## src/design/hapd_pkg.sv

```systemverilog
// Shared types, codes, decode function and last-digit function of the hex ASCII packet deframer.
package hapd_pkg;

    localparam int CNT_W = 4;
    localparam int PH_W  = 4;
    localparam int ST_W  = 4;
    localparam int IDX_W = 3;

    localparam int DEF_SEQUENCE_DIGITS    = 4;
    localparam int DEF_COMMAND_DIGITS     = 2;
    localparam int DEF_FIRST_DATA_DIGITS  = 8;
    localparam int DEF_SECOND_DATA_DIGITS = 4;
    localparam int DEF_CHECKSUM_DIGITS    = 4;

    localparam logic [7:0] UPPER_OFFSET = 8'h37;
    localparam logic [7:0] DIGIT_OFFSET = 8'h30;
    localparam logic [7:0] NIBBLE_MAX   = 8'h0F;

    localparam logic [PH_W-1:0] PH_WAIT = 4'd0;
    localparam logic [PH_W-1:0] PH_SEQ  = 4'd1;
    localparam logic [PH_W-1:0] PH_SEP1 = 4'd2;
    localparam logic [PH_W-1:0] PH_CMD  = 4'd3;
    localparam logic [PH_W-1:0] PH_SEP2 = 4'd4;
    localparam logic [PH_W-1:0] PH_D1   = 4'd5;
    localparam logic [PH_W-1:0] PH_D2   = 4'd6;
    localparam logic [PH_W-1:0] PH_SEP3 = 4'd7;
    localparam logic [PH_W-1:0] PH_CHK  = 4'd8;
    localparam logic [PH_W-1:0] PH_END  = 4'd9;

    localparam logic [ST_W-1:0] ST_NONE     = 4'd0;
    localparam logic [ST_W-1:0] ST_OK       = 4'd1;
    localparam logic [ST_W-1:0] ST_BAD_SEQ  = 4'd2;
    localparam logic [ST_W-1:0] ST_NO_SEP1  = 4'd3;
    localparam logic [ST_W-1:0] ST_BAD_CMD  = 4'd4;
    localparam logic [ST_W-1:0] ST_NO_SEP2  = 4'd5;
    localparam logic [ST_W-1:0] ST_BAD_D1   = 4'd6;
    localparam logic [ST_W-1:0] ST_BAD_D2   = 4'd7;
    localparam logic [ST_W-1:0] ST_NO_SEP3  = 4'd8;
    localparam logic [ST_W-1:0] ST_BAD_CHK  = 4'd9;
    localparam logic [ST_W-1:0] ST_NO_END   = 4'd10;

    localparam logic [IDX_W-1:0] REG_START_BYTE = 3'd0;
    localparam logic [IDX_W-1:0] REG_FIRST_SEP  = 3'd1;
    localparam logic [IDX_W-1:0] REG_SECOND_SEP = 3'd2;
    localparam logic [IDX_W-1:0] REG_THIRD_SEP  = 3'd3;
    localparam logic [IDX_W-1:0] REG_END_BYTE   = 3'd4;

    localparam logic [7:0] RST_START_BYTE = 8'h02;
    localparam logic [7:0] RST_SEPARATOR  = 8'h3A;
    localparam logic [7:0] RST_END_BYTE   = 8'h03;

    typedef struct packed {
        logic [7:0] start_byte;
        logic [7:0] first_separator;
        logic [7:0] second_separator;
        logic [7:0] third_separator;
        logic [7:0] end_byte;
    } t_cfg;

    typedef struct packed {
        logic [ST_W-1:0] status;
        logic            packet_done;
        logic [15:0]     sequence_value;
        logic [7:0]      command_value;
        logic [31:0]     first_data_value;
        logic [15:0]     second_data_value;
        logic [15:0]     checksum_value;
    } t_result;

    function automatic logic [7:0] decode_byte(input logic [7:0] b);
        logic [7:0] d;
        d = b;
        if (b inside {[8'h41:8'h46]}) begin
            d = b - UPPER_OFFSET;
        end else if (b inside {[8'h30:8'h39]}) begin
            d = b - DIGIT_OFFSET;
        end
        return d;
    endfunction

    function automatic logic last_digit(input logic [CNT_W-1:0] cnt,
                                        input logic [CNT_W:0] ndigits);
        return ({1'b0, cnt} + {{CNT_W{1'b0}}, 1'b1}) == ndigits;
    endfunction

endpackage

```

## src/design/hapd_cfg_regs.sv

```systemverilog
// Configuration registers of the deframer: framing byte values.
module hapd_cfg_regs (
    input  logic                      i_clk,
    input  logic                      i_rst_n,
    input  logic                      i_we,
    input  logic [hapd_pkg::IDX_W-1:0] i_index,
    input  logic [7:0]                i_data,
    output hapd_pkg::t_cfg            o_cfg
);
    import hapd_pkg::*;

    t_cfg r_cfg;

    always_ff @(posedge i_clk) begin
        if (!i_rst_n) begin
            r_cfg.start_byte       <= RST_START_BYTE;
            r_cfg.first_separator  <= RST_SEPARATOR;
            r_cfg.second_separator <= RST_SEPARATOR;
            r_cfg.third_separator  <= RST_SEPARATOR;
            r_cfg.end_byte         <= RST_END_BYTE;
        end else if (i_we) begin
            case (i_index)
                REG_START_BYTE: r_cfg.start_byte       <= i_data;
                REG_FIRST_SEP:  r_cfg.first_separator  <= i_data;
                REG_SECOND_SEP: r_cfg.second_separator <= i_data;
                REG_THIRD_SEP:  r_cfg.third_separator  <= i_data;
                REG_END_BYTE:   r_cfg.end_byte         <= i_data;
                default:        r_cfg <= r_cfg;
            endcase
        end
    end

    assign o_cfg = r_cfg;

endmodule

```

## src/design/hapd_parser.sv

```systemverilog
// Packet phase tracker and field accumulators, one byte per request.
module hapd_parser #(
    parameter int SEQUENCE_DIGITS    = hapd_pkg::DEF_SEQUENCE_DIGITS,
    parameter int COMMAND_DIGITS     = hapd_pkg::DEF_COMMAND_DIGITS,
    parameter int FIRST_DATA_DIGITS  = hapd_pkg::DEF_FIRST_DATA_DIGITS,
    parameter int SECOND_DATA_DIGITS = hapd_pkg::DEF_SECOND_DATA_DIGITS,
    parameter int CHECKSUM_DIGITS    = hapd_pkg::DEF_CHECKSUM_DIGITS
) (
    input  logic                i_clk,
    input  logic                i_rst_n,
    input  logic                i_take,
    input  logic [7:0]          i_rx_byte,
    input  hapd_pkg::t_cfg      i_cfg,
    output hapd_pkg::t_result   o_result
);
    import hapd_pkg::*;

    localparam logic [CNT_W:0] SEQ_N = (CNT_W+1)'(SEQUENCE_DIGITS);
    localparam logic [CNT_W:0] CMD_N = (CNT_W+1)'(COMMAND_DIGITS);
    localparam logic [CNT_W:0] D1_N  = (CNT_W+1)'(FIRST_DATA_DIGITS);
    localparam logic [CNT_W:0] D2_N  = (CNT_W+1)'(SECOND_DATA_DIGITS);
    localparam logic [CNT_W:0] CHK_N = (CNT_W+1)'(CHECKSUM_DIGITS);

    logic [PH_W-1:0]  r_phase, n_phase;
    logic [CNT_W-1:0] r_count, n_count;
    logic [15:0]      r_seq, n_seq;
    logic [7:0]       r_cmd, n_cmd;
    logic [31:0]      r_d1, n_d1;
    logic [15:0]      r_d2, n_d2;
    logic [15:0]      r_chk, n_chk;

    logic [7:0]       dec;
    logic [3:0]       nib;
    logic             is_digit;
    logic [CNT_W-1:0] cnt_inc;
    t_result          res;

    assign dec      = decode_byte(i_rx_byte);
    assign nib      = dec[3:0];
    assign is_digit = (dec <= NIBBLE_MAX);
    assign cnt_inc  = r_count + {{(CNT_W-1){1'b0}}, 1'b1};

    always_comb begin
        n_phase = r_phase;
        n_count = r_count;
        n_seq   = r_seq;
        n_cmd   = r_cmd;
        n_d1    = r_d1;
        n_d2    = r_d2;
        n_chk   = r_chk;
        res     = '0;
        if (dec == i_cfg.start_byte) begin
            n_phase = PH_SEQ;
            n_count = '0;
            n_seq   = '0;
            n_cmd   = '0;
            n_d1    = '0;
            n_d2    = '0;
            n_chk   = '0;
        end else begin
            case (r_phase)
                PH_WAIT: n_phase = PH_WAIT;
                PH_SEQ: begin
                    if (!is_digit) begin
                        res.status = ST_BAD_SEQ;
                        n_phase    = PH_WAIT;
                    end else begin
                        n_seq = {r_seq[11:0], nib};
                        if (last_digit(r_count, SEQ_N)) begin
                            n_count = '0;
                            n_phase = PH_SEP1;
                        end else begin
                            n_count = cnt_inc;
                        end
                    end
                end
                PH_SEP1: begin
                    if (dec == i_cfg.first_separator) begin
                        n_count = '0;
                        n_phase = PH_CMD;
                    end else begin
                        res.status = ST_NO_SEP1;
                        n_phase    = PH_WAIT;
                    end
                end
                PH_CMD: begin
                    if (!is_digit) begin
                        res.status = ST_BAD_CMD;
                        n_phase    = PH_WAIT;
                    end else begin
                        n_cmd = {r_cmd[3:0], nib};
                        if (last_digit(r_count, CMD_N)) begin
                            n_count = '0;
                            n_phase = PH_SEP2;
                        end else begin
                            n_count = cnt_inc;
                        end
                    end
                end
                PH_SEP2: begin
                    if (dec == i_cfg.second_separator) begin
                        n_count = '0;
                        n_phase = PH_D1;
                    end else begin
                        res.status = ST_NO_SEP2;
                        n_phase    = PH_WAIT;
                    end
                end
                PH_D1: begin
                    if (!is_digit) begin
                        res.status = ST_BAD_D1;
                        n_phase    = PH_WAIT;
                    end else begin
                        n_d1 = {r_d1[27:0], nib};
                        if (last_digit(r_count, D1_N)) begin
                            n_count = '0;
                            n_phase = PH_D2;
                        end else begin
                            n_count = cnt_inc;
                        end
                    end
                end
                PH_D2: begin
                    if (!is_digit) begin
                        res.status = ST_BAD_D2;
                        n_phase    = PH_WAIT;
                    end else begin
                        n_d2 = {r_d2[11:0], nib};
                        if (last_digit(r_count, D2_N)) begin
                            n_count = '0;
                            n_phase = PH_SEP3;
                        end else begin
                            n_count = cnt_inc;
                        end
                    end
                end
                PH_SEP3: begin
                    if (dec == i_cfg.third_separator) begin
                        n_count = '0;
                        n_phase = PH_CHK;
                    end else begin
                        res.status = ST_NO_SEP3;
                        n_phase    = PH_WAIT;
                    end
                end
                PH_CHK: begin
                    if (!is_digit) begin
                        res.status = ST_BAD_CHK;
                        n_phase    = PH_WAIT;
                    end else begin
                        n_chk = {r_chk[11:0], nib};
                        if (last_digit(r_count, CHK_N)) begin
                            n_count = '0;
                            n_phase = PH_END;
                        end else begin
                            n_count = cnt_inc;
                        end
                    end
                end
                PH_END: begin
                    n_phase = PH_WAIT;
                    if (dec == i_cfg.end_byte) begin
                        res.status            = ST_OK;
                        res.packet_done       = 1'b1;
                        res.sequence_value    = r_seq;
                        res.command_value     = r_cmd;
                        res.first_data_value  = r_d1;
                        res.second_data_value = r_d2;
                        res.checksum_value    = r_chk;
                    end else begin
                        res.status = ST_NO_END;
                    end
                end
                default: n_phase = PH_WAIT;
            endcase
        end
    end

    always_ff @(posedge i_clk) begin
        if (!i_rst_n) begin
            r_phase <= PH_WAIT;
            r_count <= '0;
            r_seq   <= '0;
            r_cmd   <= '0;
            r_d1    <= '0;
            r_d2    <= '0;
            r_chk   <= '0;
        end else if (i_take) begin
            r_phase <= n_phase;
            r_count <= n_count;
            r_seq   <= n_seq;
            r_cmd   <= n_cmd;
            r_d1    <= n_d1;
            r_d2    <= n_d2;
            r_chk   <= n_chk;
        end
    end

    assign o_result = res;

endmodule

```

## src/design/hex_ascii_packet_deframer_core.sv

```systemverilog
// Top level of the hex ASCII packet deframer: channels and result register.
// A result is valid in the cycle after its byte request is accepted. Throughput: one
// byte per cycle while the result register is empty or being read; the per-byte decode,
// compare and nibble shift sit between the parser state and the result register.
// Reset: synchronous, clears phase, digit count, accumulators and result
// valid, and loads the framing registers with their defaults.
module hex_ascii_packet_deframer_core #(
    parameter int SEQUENCE_DIGITS    = hapd_pkg::DEF_SEQUENCE_DIGITS,
    parameter int COMMAND_DIGITS     = hapd_pkg::DEF_COMMAND_DIGITS,
    parameter int FIRST_DATA_DIGITS  = hapd_pkg::DEF_FIRST_DATA_DIGITS,
    parameter int SECOND_DATA_DIGITS = hapd_pkg::DEF_SECOND_DATA_DIGITS,
    parameter int CHECKSUM_DIGITS    = hapd_pkg::DEF_CHECKSUM_DIGITS
) (
    input  logic                       i_clk,
    input  logic                       i_rst_n,
    input  logic                       i_cfg_valid,
    output logic                       o_cfg_ready,
    input  logic [hapd_pkg::IDX_W-1:0] i_cfg_index,
    input  logic [7:0]                 i_cfg_data,
    input  logic                       i_rx_valid,
    output logic                       o_rx_ready,
    input  logic [7:0]                 i_rx_byte,
    output logic                       o_res_valid,
    input  logic                       i_res_ready,
    output logic [hapd_pkg::ST_W-1:0]  o_status,
    output logic                       o_packet_done,
    output logic [15:0]                o_sequence_value,
    output logic [7:0]                 o_command_value,
    output logic [31:0]                o_first_data_value,
    output logic [15:0]                o_second_data_value,
    output logic [15:0]                o_checksum_value
);
    import hapd_pkg::*;

    t_cfg    cfg;
    t_result res;
    t_result r_res;
    logic    r_out_valid;
    logic    take;

    assign o_cfg_ready = 1'b1;
    assign o_rx_ready  = !r_out_valid || i_res_ready;
    assign take        = i_rx_valid && o_rx_ready;

    hapd_cfg_regs u_cfg (
        .i_clk   (i_clk),
        .i_rst_n (i_rst_n),
        .i_we    (i_cfg_valid),
        .i_index (i_cfg_index),
        .i_data  (i_cfg_data),
        .o_cfg   (cfg)
    );

    hapd_parser #(
        .SEQUENCE_DIGITS    (SEQUENCE_DIGITS),
        .COMMAND_DIGITS     (COMMAND_DIGITS),
        .FIRST_DATA_DIGITS  (FIRST_DATA_DIGITS),
        .SECOND_DATA_DIGITS (SECOND_DATA_DIGITS),
        .CHECKSUM_DIGITS    (CHECKSUM_DIGITS)
    ) u_parser (
        .i_clk     (i_clk),
        .i_rst_n   (i_rst_n),
        .i_take    (take),
        .i_rx_byte (i_rx_byte),
        .i_cfg     (cfg),
        .o_result  (res)
    );

    always_ff @(posedge i_clk) begin
        if (!i_rst_n) begin
            r_out_valid <= 1'b0;
        end else if (take) begin
            r_out_valid <= 1'b1;
        end else if (i_res_ready) begin
            r_out_valid <= 1'b0;
        end
    end

    always_ff @(posedge i_clk) begin
        if (take) begin
            r_res <= res;
        end
    end

    assign o_res_valid         = r_out_valid;
    assign o_status            = r_res.status;
    assign o_packet_done       = r_res.packet_done;
    assign o_sequence_value    = r_res.sequence_value;
    assign o_command_value     = r_res.command_value;
    assign o_first_data_value  = r_res.first_data_value;
    assign o_second_data_value = r_res.second_data_value;
    assign o_checksum_value    = r_res.checksum_value;

endmodule

```

## config.mk

```make
export PLATFORM = sky130hd
export DESIGN_NAME = hex_ascii_packet_deframer_core
export DESIGN_NICKNAME = d
export VERILOG_FILES = /design/src/design/hapd_pkg.sv /design/src/design/hapd_cfg_regs.sv /design/src/design/hapd_parser.sv /design/src/design/hex_ascii_packet_deframer_core.sv
export SDC_FILE = /design/constraint.sdc
export NUM_CORES = 1
export LEC_CHECK = 0
export ABC_AREA = 1
export BUFFER_PORTS_ARGS = -buffer_cell sky130_fd_sc_hd__buf_2
export CORE_MARGIN = 5
export CORE_UTILIZATION = 57
export CTS_CLUSTER_DIAMETER = 50
export DETAILED_ROUTE_END_ITERATION = 10
export PLACE_DENSITY_LB_ADDON = 0.15
export SYNTH_ARGS = -nofsm -noshare
export SYNTH_HDL_FRONTEND = slang
export SYNTH_SLANG_ARGS = --single-unit
```

## constraint.sdc

```tcl
create_clock -name i_clk -period 12.9 [get_ports i_clk]
set_clock_uncertainty 0.1 [all_clocks]
set_input_delay 1.29 -clock i_clk [delete_from_list [all_inputs] [get_ports i_clk]]
set_output_delay 1.29 -clock i_clk [all_outputs]
set_load 0.005 [all_outputs]
```

; ---- After elaboration in Yosys (flattened, before gate mapping)
; Index checks and enable logic that the tools add are counted.
[totals]
regBits = 230
latchBits = 0
ramBits = 0
mem_bits_ro = 0
input_bits = 24
output_inout_bits = 96
wordCells = 148
memories = 0
[op_classes]
n_addsub = 4
n_mul = 0
div = 0
magnitude_cmp = 5
eq_ne = 32
shift = 0
n_mux = 56
n_bitwise = 2
reduce_logical = 29
[ops]
columns = cell, n
row1 = 16-bit two-way mux, 9
row2 = 4-bit two-way mux, 25
row3 = 32-bit two-way mux, 3
row4 = 89-bit two-way mux, 1
row5 = 8-bit == test, 5
row6 = 8-bit two-way mux, 5
row7 = 4-bit case mux with 9 select lines, 1
row8 = 4-bit case mux with 8 select lines, 1
row9 = 4-bit case mux with 6 select lines, 1
row10 = "4-bit inequality test, second input constant", 5
row11 = "3-bit by 1-bit inequality test with 1-bit output, second input constant", 6
row12 = "4-bit by 3-bit == test with 1-bit output, second input constant", 4
row13 = "8-bit by 6-bit subtractor with 8-bit output, second input constant", 2
row14 = 3-bit two-way mux, 5
row15 = 3-bit AND reduction, 5
row16 = 2-bit nonzero test, 7
row17 = 2-bit AND reduction, 5
row18 = "4-bit by 2-bit == test with 1-bit output, second input constant", 2
row19 = "4-bit == test, second input constant", 2
row20 = "8-bit by 6-bit greater-or-equal comparator with 1-bit output, second input constant", 1
row21 = "8-bit by 7-bit greater-or-equal comparator with 1-bit output, second input constant", 1
row22 = "8-bit by 4-bit <= comparator with 1-bit output, second input constant", 1
row23 = "8-bit by 6-bit <= comparator with 1-bit output, second input constant", 1
row24 = "8-bit by 7-bit <= comparator with 1-bit output, second input constant", 1
row25 = other kinds (21), 29

; ---- Logic depth before layout (Yosys ltp)
; Gate-level depths: netlist of the first run.
[depth]
ltp_word = 8
mapped_depth = 22
depth_no_buf = 22

; ---- Hierarchy
; From an unflattened synthesis of the first run, not the netlist that was laid out.
[hier_totals]
cells_unflattened = 1369
area_unflattened_um2 = 10649.0
[by_module_without_submodules]
columns = module, instances, cells_per_inst, area_per_inst_um2, seq_area_each_um2
row1 = hapd_parser, 1, 1042, 6173.4, 1921.8
row2 = hex_ascii_packet_deframer_core, 1, 102, 2855.2, 2812.7
row3 = hapd_cfg_regs, 1, 225, 1620.3, 800.8

; ---- Worst setup path after synthesis of the first run
; No wires, ideal clock.
[synth_timing]
kind = input port to flip-flop
startpoint = in i_res_ready
endpoint = reg u_parser.r_d1[4]
setup_time_ps = 70
arrival_ps = 4951
required_ps = 12730
setup_slack_ps = 7779
path_stages = 10
path_buffers = 1
path_cell_list = inv_1 > nand2_1 > nand2_1 > clkinv_1 > nand2_1 > nand2_2 > inv_1 > buf_2 > nand2_1 > a21oi_1
[synth_via]
elab_chain_len = 3
[synth_rtl]
columns = item, line
row1 = from (decl), hex_ascii_packet_deframer_core.sv:24  ; input logic i_res_ready,
row2 = 1-bit logical OR, hex_ascii_packet_deframer_core.sv:42  ; assign o_rx_ready = !r_out_valid || i_res_ready;
row3 = named net o_rx_ready, hex_ascii_packet_deframer_core.sv:21  ; output logic o_rx_ready,
row4 = 1-bit logical AND, hex_ascii_packet_deframer_core.sv:43  ; assign take = i_rx_valid && o_rx_ready;
row5 = named net take, hex_ascii_packet_deframer_core.sv:39  ; logic take;
row6 = 3-bit AND reduction (no line), -
row7 = to (signal assigned), hapd_parser.sv:193  ; r_d1 <= n_d1;
row8 = to (decl), hapd_parser.sv:28  ; logic [31:0] r_d1, n_d1;
; The timed path passes the listed nets, and every way through them passes these cells.
; A chain may end at the register's enable or synchronous reset.

; ---- Final worst setup path of the first run
[layout_timing]
startpoint = in i_rx_byte[0]
endpoint = reg u_parser.r_d1[0]
[layout_via]
elab_chain_len = 7
elab_cells_between_ends = 18
cone_classes = 2 x add/sub / 5 x order compare / 1 x eq/ne / 5 x mux / 5 x reduce/logical
[layout_rtl]
columns = item, line
row1 = from (decl), hex_ascii_packet_deframer_core.sv:22  ; input logic [7:0] i_rx_byte,
row2 = 8-bit by 6-bit greater-or-equal comparator with 1-bit output / 8-bit by 6-bit <= comparator with 1-bit output (equally long branches), hapd_pkg.sv:75  ; end else if (b inside {[8'h30:8'h39]}) begin
row3 = 1-bit logical AND, hapd_pkg.sv:75
row4 = 8-bit two-way mux, hapd_pkg.sv:75
row5 = 8-bit two-way mux (*), hapd_pkg.sv:73  ; if (b inside {[8'h41:8'h46]}) begin
row6 = 8-bit by 4-bit <= comparator with 1-bit output (tied with other cells), hapd_parser.sv:40  ; assign is_digit = (dec <= NIBBLE_MAX);
row7 = 2-bit nonzero test (no line) / 32-bit two-way mux (equally long branches), -
row8 = 3-bit AND reduction (no line) / 32-bit two-way mux (equally long branches), -
; Every way passes the cells marked *; elsewhere a longest branch is shown, timed or not. The select of a mux whose other input is x is not followed.

==> metrics.cfg, run 1 <==
[routing]
dr_total_vias = 8074
wl_um = 22580
drc_errors = 0
drt_iter0_drc = 525
via_per_inst = 5.113
wire_per_inst_um = 14.30
antenna_left = 0
firstDrtPassIters = 5

[worst_hold_path]
holdCritPathClass = flop to flop
whs_endpoint = u_parser.r_d1[31]$_SDFFE_PN0P_
worstHoldPathCells = 2
hp-start = u_parser.r_d1[31]$_SDFFE_PN0P_

[cells_and_area]
final_util_pct = 65.81
n_antenna_cell = 0
drive_above_1_share_pct = 16.44
fin_nets = 1365
area_growth_pct = 14.59
final_cell_mix = 286 x nand2_1, 173 x nor2_1, 149 x inv_1
layout_commonest_cell = nand2_1

[pwr]
leakage_nw = 4.616
p_per_area_nw_per_um2 = 132.6
vdd_drop_max_v = 0.00009807

[timing]
setup_viol = 0
rsz0062_at_grt = false
finalMaxSlewViolations = 0
hold_viol = 0
tightest_slew_ns = 1.116
post-route-period-util_pct = 37.11
relSlewSlack_pct = 25.57
finalCriticalPeriod_ns = 4.788
setup-tns-final_ns = 0
timing.fmax_mhz = 208.9

[critical_path]
critPathKind = input pin to flop
required_ns = 13.17
crit_path_end_kind = flop
cp-start-kind = input pin
r2r-end = u_parser.r_d1[0]$_SDFFE_PN0P_
r2r_slack_ns = 9.07
r2r_cells = 9
critPathMaxFanout = 45
r2r_start = o_res_valid$_SDFFE_PN0P_
worst_ep_arrival_time_ns = 5.06

[floorplan]
dieWidth_um = 143.8
num_rows = 49
core_area_um2 = 17780
io-pin-count = 120
die_area_um2 = 20690
initial_utilization_pct = 57.43
fp.dieH_um = 143.8

[clock_tree]
post_cts_buffers = 0
cts_sinks = 230
ctsHtreeMaxLevel = 1
clock_latency_ns = 0.51
clkTransAtPathRegs_ns = 0.06
numCtsBuffers = 25
post_cts_resized = 0
hold_buffers = 0
root_buffer = clkbuf_16
cts_tree = yes
clock_path_buffers = 3

[grt]
grt_pass1_vias = 7532
overflow = 0
grtUsageTotal_pct = 21.67
antenna_found_initial = 0
grt_max_degree = 82
grt_pass1_wl_um = 36970

[outcome]
status = complete, no violations

[placement]
dp_hpwl_um = 15670
port_buffers = 118
gp_congestion = 0.9167

[logic_synthesis]
yosysUniqueCellTypes = 42
avgSynthCellArea_um2 = 8.315
synth-seq-cells = 230
synth_nets = 1261
syn_area_um2 = 10210
seq_area_frac_synth_pct = 54.21
yosysWarnings = 0
netlist_instances = 1228

[job]
maxCapViolations = 0

[final cells by class]
type / count / area (µm²)
Multi-Input combinational cell: 796 / 3857
Fill cell: 1549 / 6078
Clock inverter: 8 / 66.31
Inverter: 157 / 594.3
Clock buffer: 37 / 740.7
Tap cell: 229 / 286.5
Sequential cell: 230 / 5535
Timing Repair Buffer: 122 / 620.6
[routing by layer]
metal / global-route usage, % / vias to the layer above / part of all wire, %
li1: - / 4149 / -
met1: 30.09 / 3699 / 45
met2: 35.86 / 186 / 47
met3: 3.494 / 40 / 5.9
met4: 5.104 / 0 / 2.0
met5: 0 / - / 0
[state kept, by name, summed over array words and instances, names as in the netlist]
name / count
o_res_valid: 1
o_sequence_value: 16
u_parser.r_seq: 16
u_parser.r_cmd: 8
u_parser.r_d2: 16
u_parser.r_phase: 4
o_packet_done: 1
u_parser.r_chk: 16
o_first_data_value: 32
u_parser.r_d1: 32
o_status: 4
o_command_value: 8
o_checksum_value: 16
u_cfg.o_cfg: 40
u_parser.r_count: 4
o_second_data_value: 16
[logic make-up (layout without fill, tap and decap cells)]
| logic type | count (synthesis) | in the layout | share of synthesized area (%) |
|---|---|---|---|
| DFF | 230 | 230 | 54.21 |
| AOI/OAI and AO/OA | 175 | 175 | 9.423 |
| adders and majority gates | 9 | 9 | 1.103 |
| xor gates and xnor gates | 19 | 19 | 1.630 |
| and+or+nand+nor | 592 | 592 | 25.56 |
| buffers and inverters | 202 | 324 | 8.038 |
| other | 1 | 1 | 0.03672 |
[critical path, cell delays in order]
cell	delay, ns
buf_2	0.14
inv_1	0.14
ha_1	0.19
inv_1	0.04
nor2_1	0.10
nand2_2	0.15
nand3_4	0.18
nand2_1	0.11
nand2_1	0.17
nand2_1	0.07
nand2_1	0.05
nand2_1	0.04
inv_1	0.05
nand3_1	0.05
nor2_1	0.08
nand2_1	0.05
buf_4	0.26
inv_2	0.24
nand2_1	0.23
nand2_2	0.69
inv_1	0.38
o21ai_0	0.24
a21oi_1	0.07
[synthesized netlist by cell type]
master     count  area [µm²]
a211oi_1      22       165.2
a21oi_1       93       465.5
a31oi_1        3       18.77
a41oi_1        1       8.760
buf_1          3       11.26
buf_2         15       75.07
buf_4          2       15.01
buf_6          3       33.78
buf_8          1       15.01
clkbuf_1      21       78.83
clkinv_1       2       7.510
conb_1         1       3.750
dfxtp_1      137        2743
edfxtp_1      93        2793
ha_1           9       112.6
inv_1        150       563.0
inv_2          4       15.01
inv_4          1       6.260
nand2_1      286        1074
nand2_2       10       62.56
nand2_4        3       33.78
nand3_1       55       275.3
nand3_2        3       30.03
nand3_4        1       17.52
nand3b_1       4       30.03
nand4_1        9       56.30
nand4_2        2       25.02
nor2_1       173       649.4
nor2_2        21       131.4
nor2_4        10       112.6
nor2_8         1       20.02
nor3_1        11       55.05
nor3_2         1       10.01
nor4_4         1       21.27
o2111ai_1      1       8.760
o211ai_1       7       52.55
o21ai_0       46       230.2
o21ai_1        1       5.000
o31ai_1        1       7.510
or2_1          1       6.260
xnor2_1        7       61.31
xor2_1        12       105.1
[through the flow]
stage | hold WS, ns | power, mW | setup slack, ns | std cells | instance area (µm²)
floorplan | 0.3294 | 0.8514 | 7.779 | 1228 | 10210
global placement | 0.3467 | 0.8857 | 7.806 | 1534 | 10890
detailed placement | 0.3515 | 0.8871 | 7.659 | 1534 | 10890
CTS | 0.3609 | 1.566 | 8.154 | 1579 | 11700
global route | 0.3816 | 1.610 | 7.561 | 1579 | 11700
finish | 0.3564 | 1.551 | 8.112 | 1579 | 11700
[power by group]
part / switching (mW) / leakage, nW / internal, mW / total, mW
combinational: 0.0611 / 2.16 / 0.0289 / 0.0900
clock: 0.280 / 0.398 / 0.401 / 0.680
sequential: 0.00688 / 2.06 / 0.774 / 0.781
total: 0.348 / 4.62 / 1.20 / 1.55
[worst max-delay path by stage]
stage	cells past startpoint	slack, ns	to	from
after floorplan	10	7.78	u_parser.r_d1[4]$_SDFFE_PN0P_	i_res_ready
after global placement	23	7.81	u_parser.r_d1[3]$_SDFFE_PN0P_	i_rx_byte[0]
after detailed placement	23	7.66	u_parser.r_d1[3]$_SDFFE_PN0P_	i_rx_byte[0]
after CTS	23	8.15	u_parser.r_d1[0]$_SDFFE_PN0P_	i_rx_byte[0]
after global routing	23	7.56	u_parser.r_d1[0]$_SDFFE_PN0P_	i_rx_byte[0]
final	23	8.11	u_parser.r_d1[0]$_SDFFE_PN0P_	i_rx_byte[0]
Power figures use the tool's default switching activity.
==> run 2, diff against run 1 <==
--- a/config.mk
+++ b/config.mk
@@ -5,7 +5,7 @@
 export SDC_FILE = /design/constraint.sdc
 export NUM_CORES = 1
 export LEC_CHECK = 0
-export ABC_AREA = 1
+export ABC_AREA = 0
 export BUFFER_PORTS_ARGS = -buffer_cell sky130_fd_sc_hd__buf_2
 export CORE_MARGIN = 5
 export CORE_UTILIZATION = 57
==> constraint.sdc (replaced) <==
create_clock -name i_clk -period 4.57 [get_ports i_clk]
set_clock_uncertainty 0.1 [all_clocks]
set_input_delay 0.457 -clock i_clk [delete_from_list [all_inputs] [get_ports i_clk]]
set_output_delay 0.457 -clock i_clk [all_outputs]
set_load 0.005 [all_outputs]
==> run 2 against run 1 <==
  * Register-to-register slack got worse by 7.6 ns
  * Largest power group unchanged
  * Synthesized cell count is 19% lower
  * Final cell count shrank 15%
  * Sequential share of layout area decreased by 0.24 points
==> metrics.cfg, run 2 <==
[outcome]
status = complete, no violations

[floorplan]
dieWidth_um = 142.4  ; -0.99%
die_area_um2 = 20280  ; -2.0%
num_rows = 48  ; -2.0%
io-pin-count = 120  ; unchanged
core_area_um2 = 17240  ; -3.1%
initial_utilization_pct = 57.99  ; +0.56 points
fp.dieH_um = 142.4  ; -0.99%

[logic_synthesis]
yosysUniqueCellTypes = 73  ; +74%
async_flop_share_pct = 0  ; unchanged
synth-edff-count = 93  ; unchanged
avgSynthCellArea_um2 = 10.08  ; +21%
netlist_instances = 992  ; -19%
seq_area_frac_synth_pct = 55.38  ; +1.2 points
synth_area_leaders = edfxtp_1 28%, dfxtp_1 27%, and2_1 5.8%
synthTopCellsByCount = 137 x dfxtp_1, 111 x nor2_1, 105 x nand2_1, 93 x and2_1, 93 x edfxtp_1
yosys.area.top_type = edfxtp_1
synth-seq-cells = 230  ; unchanged
yosysWarnings = 0  ; unchanged
ys.flop_type = dfxtp_1
syn_area_um2 = 9996  ; -2.1%
synth_top_area_share_pct = 27.94  ; +0.59 points
yosysMostFrequentCell = dfxtp_1
synth_nets = 1025  ; -19%

[grt]
grt_pass1_vias = 7265  ; -3.5%
grt_max_degree = 64  ; -22%
gr-usage-met1_pct = 32.55  ; +2.5 points
overflow = 0  ; unchanged
grt_busiest_layer = met2
use_met3_pct = 3.159  ; -0.34 points
grtUsageTotal_pct = 22.09  ; +0.42 points
grt_pass1_wl_um = 36920  ; -0.13%
use_met2_pct = 34.86  ; -1.0 points
antenna_found_initial = 0  ; unchanged

[placement]
dpl_worst_slack_ns = 0.3403  ; -7.319 ns
dp_hpwl_um = 15190  ; -3.0%
place_area_um2 = 10870  ; -0.21%
port_buffers = 118  ; unchanged
gp_congestion = 0.9282  ; +1.3%
dp.cells = 1300  ; -15%

[pwr]
totalPowerFinal_mw = 4.582  ; +200%
leakage_nw = 4.635  ; +0.40%
p_per_area_nw_per_um2 = 389.6  ; +190%
vdd_drop_max_v = 0.0002810  ; +190%

[routing]
drt_iter0_drc = 648  ; +23%
antenna_left = 0  ; unchanged
wire_per_inst_um = 16.70  ; +17%
wl_um = 22460  ; -0.51%
via_per_inst = 5.732  ; +12%
dr_total_vias = 7710  ; -4.5%
firstDrtPassIters = 5  ; unchanged
drc_errors = 0  ; unchanged

[cells_and_area]
fin_cells = 1345  ; -15%
multiInputGateArea_um2 = 4114  ; +6.6%
final_util_pct = 68.23  ; +2.4 points
final_area_um2 = 11760  ; +0.51%
n_antenna_cell = 0  ; unchanged
fin_nets = 1135  ; -17%
area_growth_pct = 17.66
drive_above_1_share_pct = 18.93  ; +2.5 points
largest_reg_flops = 40  ; unchanged
final_cell_mix = 137 x dfxtp_1, 118 x buf_2, 110 x nor2_1
layout_commonest_cell = dfxtp_1
num-fill-cells = 1342  ; -13%
seq_area_um2 = 5535  ; unchanged

[clock_tree]
root_buffer = clkbuf_16
post_cts_resized = 0  ; unchanged
clkTransAtPathRegs_ns = 0.06  ; about the same
hold_buffers = 0  ; unchanged
clock_path_buffers = 3  ; unchanged
post_cts_buffers = 0  ; unchanged
numCtsBuffers = 25  ; unchanged
cts_sinks = 230  ; unchanged
clock_latency_ns = 0.51  ; about the same
cts_tree = yes
ctsHtreeMaxLevel = 1  ; unchanged

[critical_path]
worst_ep_arrival_time_ns = 4.04  ; -1.02 ns
critPathMaxFanout = 10  ; -78%
critPathKind = input pin to flop
r2r_slack_ns = 1.44  ; -7.63 ns
cp-start-kind = input pin
required_ns = 4.83  ; -8.34 ns
crit_path_end_kind = flop

[timing]
rsz0062_at_grt = false
post-route-period-util_pct = 82.68
tightest_slew_ns = 1.289  ; +0.1727 ns
finalMaxSlewViolations = 0  ; unchanged
relSlewSlack_pct = 13.56  ; -12 points
hold_viol = 0  ; unchanged
hold_slack_ns = 0.1034  ; -0.2530 ns
timing.fmax_mhz = 264.6
setup_viol = 0  ; unchanged
setup-tns-final_ns = 0  ; unchanged
finalCriticalPeriod_ns = 3.779
worst_slack_ns = 0.7913  ; -7.321 ns

[worst_hold_path]
holdCritPathClass = input pin to flop

[job]
maxCapViolations = 0  ; unchanged

-- run 2: per-layer routing --
metal / part of all wire, % / vias to the layer above
met1: 47 / 3685
li1: - / 3748
met2: 46 / 250
met3: 6.5 / 27
met4: 1.4 / 0
met5: 0 / -
-- run 2: critical path, cell delays in order --
cell,delay (ns)
buf_2,0.24
inv_1,0.13
ha_1,0.23
nand4bb_1,0.16
o211ai_1,0.23
buf_4,0.23
a2111o_1,0.38
a32o_1,0.21
or4b_2,0.68
o31ai_1,0.47
o21ai_0,0.17
nor4bb_1,0.31
o32ai_1,0.13
-- run 2: final timing paths --
kind	start	endpoint	cells past startpoint
min	i_rx_valid	o_res_valid$_SDFFE_PN0P_	3
min reg2reg	u_cfg.o_cfg[35]$_SDFFE_PN0P_	u_cfg.o_cfg[35]$_SDFFE_PN0P_	2
max	i_rx_byte[0]	u_parser.r_count[2]$_SDFFE_PN0P_	13
max reg2reg	u_cfg.o_cfg[30]$_SDFFE_PN0P_	u_parser.r_count[1]$_SDFFE_PN0P_	10
-- run 2: kinds of logic after synthesis --
logic type | after synthesis | synth area share [%]
buffers and inverters | 84 | 3.605
DFF | 230 | 55.38
muxes | 10 | 1.039
and+or+nand+nor | 418 | 20.92
other | 1 | 0.03752
AOI/OAI and AO/OA | 204 | 14.19
adders and majority gates | 9 | 1.127
xor gates and xnor gates | 36 | 3.705
-- run 2: power by group --
group / leakage, nW / internal (mW) / total (mW) / switching [mW]
combinational: 2.17 / 0.0937 / 0.254 / 0.160
sequential: 2.03 / 2.18 / 2.21 / 0.0221
clock: 0.431 / 1.33 / 2.12 / 0.794
total: 4.63 / 3.61 / 4.58 / 0.976
-- run 2: area by class of cell --
cell class,instances,area share [%]
Clock inverter,14,1.883
Sequential cell,230,47.06
Multi-Input combinational cell,678,34.98
Timing Repair Buffer,148,7.362
Tap cell,225,2.394
Inverter,19,0.6383
Clock buffer,31,5.681
==> run 3, diff against run 2 <==
--- a/config.mk
+++ b/config.mk
@@ -8,7 +8,7 @@
 export ABC_AREA = 0
 export BUFFER_PORTS_ARGS = -buffer_cell sky130_fd_sc_hd__buf_2
 export CORE_MARGIN = 5
-export CORE_UTILIZATION = 57
+export CORE_UTILIZATION = 52
 export CTS_CLUSTER_DIAMETER = 50
 export DETAILED_ROUTE_END_ITERATION = 10
 export PLACE_DENSITY_LB_ADDON = 0.15
==> constraint.sdc (replaced) <==
create_clock -name i_clk -period 3.13 [get_ports i_clk]
set_clock_uncertainty 0.1 [all_clocks]
set_input_delay 0.313 -clock i_clk [delete_from_list [all_inputs] [get_ports i_clk]]
set_output_delay 0.313 -clock i_clk [all_outputs]
set_load 0.005 [all_outputs]
==> run 3 against run 2 <==
  * Non-clock buffer count increased by 78
  * First-iteration DRC count down 6.6%
  * Total power rose by 44%
  * Utilization shrank 1.1 points
  * Setup slack got worse by 0.74 ns
  * Die area rose by 8.9%
  * Routed wire length is 4.8% higher
  * Final area rose by 7.5%
  * Sequential power increased by 45%
  * Largest cell class unchanged
  * Largest power group unchanged
==> metrics.cfg, run 3 (synthesis results as in run 2) <==
[floorplan]
io-pin-count = 120  ; unchanged
num_rows = 50  ; +4.2%
dieWidth_um = 148.6  ; +4.4%
fp.dieH_um = 148.6  ; +4.4%
initial_utilization_pct = 53.08  ; -4.9 points
core_area_um2 = 18830  ; +9.2%
die_area_um2 = 22100  ; +8.9%

[placement]
gp_congestion = 0.8957  ; -3.5%
port_buffers = 118  ; unchanged
dp_hpwl_um = 16370  ; +7.8%
dp.cells = 1395  ; +7.3%

[grt]
grt_pass1_wl_um = 37980  ; +2.9%
grt_pass1_vias = 7271  ; +0.083%
overflow = 0  ; unchanged
grt_max_degree = 43  ; -33%
antenna_found_initial = 0  ; unchanged
grtUsageTotal_pct = 20.77  ; -1.3 points

[critical_path]
cp.depth = 14  ; +1
r2r_start = u_parser.r_count[0]$_SDFFE_PN0P_
r2r_cells = 10  ; unchanged
critPathTopFamily = simple AND/OR/NAND/NOR gates
critical_path.endpoint = u_parser.r_phase[2]$_SDFFE_PN0P_
worst_ep_arrival_time_ns = 3.41  ; -0.63 ns
crit_path_end_kind = flop
crit_path_frequent_cell = buf_4
required_ns = 3.46  ; -1.37 ns
critical_path.cell_chain = buf_2 > inv_1 > ha_2 > and4bb_2 > buf_4 > o211ai_1 > mux2i_4 > buf_4 > xor2_1 > nand4_1 > or3_4 > a31o_2 > or3_1 > a21oi_2
crit_path_start = i_rx_byte[5]
critPathKind = input pin to flop
cpMaxStageDelayCell = or3_4
crit_buf_inv = 4  ; +1
cp-start-kind = input pin
r2r_slack_ns = 0.39  ; -1.05 ns
cp_slowest_stage_delay_ns = 0.46  ; -0.22 ns
r2r-end = u_parser.r_phase[2]$_SDFFE_PN0P_
critPathMaxFanout = 8  ; -2

[cells_and_area]
fin_cells = 1457  ; +8.3%
largest_reg_flops = 40  ; unchanged
n_antenna_cell = 0  ; unchanged
drive_above_1_share_pct = 25.73  ; +6.8 points
final_cell_mix = 137 x dfxtp_1, 117 x buf_2, 108 x nor2_1
layout_commonest_cell = dfxtp_1
area_growth_pct = 26.52
fin_nets = 1212  ; +6.8%

[worst_hold_path]
holdCritPathClass = input pin to flop

[timing]
hold_viol = 0  ; unchanged
finalMaxSlewViolations = 0  ; unchanged
post-route-period-util_pct = 98.24
relSlewSlack_pct = 38.90  ; +25 points
finalCriticalPeriod_ns = 3.075
tightest_slew_ns = 0.9069  ; -0.3822 ns
setup_viol = 0  ; unchanged
hold_slack_ns = 0.02561  ; -0.07780 ns
timing.fmax_mhz = 325.2
setup-tns-final_ns = 0  ; unchanged

[pwr]
vdd_drop_max_v = 0.0003919  ; +39%
leakage_nw = 5.031  ; +8.5%
totalPowerFinal_mw = 6.580  ; +44%
p_per_area_nw_per_um2 = 520.3  ; +34%

[routing]
dr_total_vias = 7835  ; +1.6%
wire_per_inst_um = 16.16  ; -3.2%
drc_errors = 0  ; unchanged
drt_iter0_drc = 605  ; -6.6%
via_per_inst = 5.377  ; -6.2%
antenna_left = 0  ; unchanged
wl_um = 23550  ; +4.8%
firstDrtPassIters = 5  ; unchanged

[clock_tree]
ctsHtreeMaxLevel = 1  ; unchanged
cts_sinks = 230  ; unchanged
clock_path_buffers = 3  ; unchanged
clock_latency_ns = 0.50  ; about the same
numCtsBuffers = 24  ; -4.0%
root_buffer = clkbuf_16
cts_tree = yes
clkTransAtPathRegs_ns = 0.06  ; about the same

[outcome]
status = complete, no violations

[job]
maxCapViolations = 0  ; unchanged

## run 3: cell count changes in the layout (fill, tap and decap cells not counted), sizes merged
cell,change
bufinv,-2
dlygate4sd3,+8
clkbuf,+1
clkinvlp,-1
buf,+69
clkinv,+2
## run 3: repair_timing
| action | in CTS | in global routing |
|---|---|---|
| buffers inserted | 1 | 8 |
| hold endpoints to repair | 27 | 0 |
| gates resized for setup | 3 | 30 |
| gates cloned | 0 | 1 |
| endpoints found under the setup margin | 35 | 147 |
| pin swaps | 2 | 9 |
| hold buffers | 8 | 0 |
## run 3: area by class of cell
class                      count  area (µm²)
inverter                      19       77.57
multi-input combinational    678        4332
tap                          260       325.3
timing repair buffer         226        1555
clock buffer                  31       679.4
sequential                   230        5535
fill                        1499        6183
clock inverter                13       142.6
## run 3: routing by layer
metal  vias to the layer above  track usage (%)  wire length, µm
met5                         -                0                0
met4                         0            3.279              195
met3                        17            2.895             1193
met2                       216            32.42            10590
met1                      3703            31.58            11560
li1                       3899                -                -
## run 3: power by group
group	internal, mW	leakage, nW	switching, mW	total (mW)
clock	1.78	0.409	1.12	2.90
combinational	0.195	2.59	0.268	0.463
sequential	3.19	2.03	0.0280	3.21
total	5.16	5.03	1.42	6.58
## run 3: stage by stage
| step | cell area, µm² | worst slack [ns] | utilization, % |
|---|---|---|---|
| after detailed placement | 11520 | -0.6055 | 61.18 |
| after floorplan | 10170 | -0.2681 | - |
| final | 12650 | 0.05506 | 67.16 |
| after global placement | 11520 | -0.5359 | 61.18 |
| after global routing | 12650 | -0.01569 | 67.16 |
| after CTS | 12440 | 0.001428 | 66.07 |
## run 3: worst min-delay path: cells and delay by family
kind          cells  cell delay, ns
simple gates      2            0.13
buf+inv           1            0.15
## run 3: worst min-delay path by stage
| stage | startpoint | endpoint | cells past startpoint |
|---|---|---|---|
| 6_report | i_cfg_data[1] | u_cfg.o_cfg[17]$_SDFFE_PN1P_ | 3 |
| 5_1_grt | i_cfg_data[1] | u_cfg.o_cfg[25]$_SDFFE_PN1P_ | 3 |
| 4_1_cts | i_cfg_data[1] | u_cfg.o_cfg[17]$_SDFFE_PN1P_ | 3 |
| 3_5_place_dp | u_cfg.o_cfg[23]$_SDFFE_PN0P_ | u_cfg.o_cfg[23]$_SDFFE_PN0P_ | 2 |
| 3_3_place_gp | u_parser.r_d2[2]$_SDFFE_PN0P_ | u_parser.r_d2[2]$_SDFFE_PN0P_ | 2 |
| 2_1_floorplan | u_cfg.o_cfg[36]$_SDFFE_PN0P_ | u_cfg.o_cfg[36]$_SDFFE_PN0P_ | 2 |
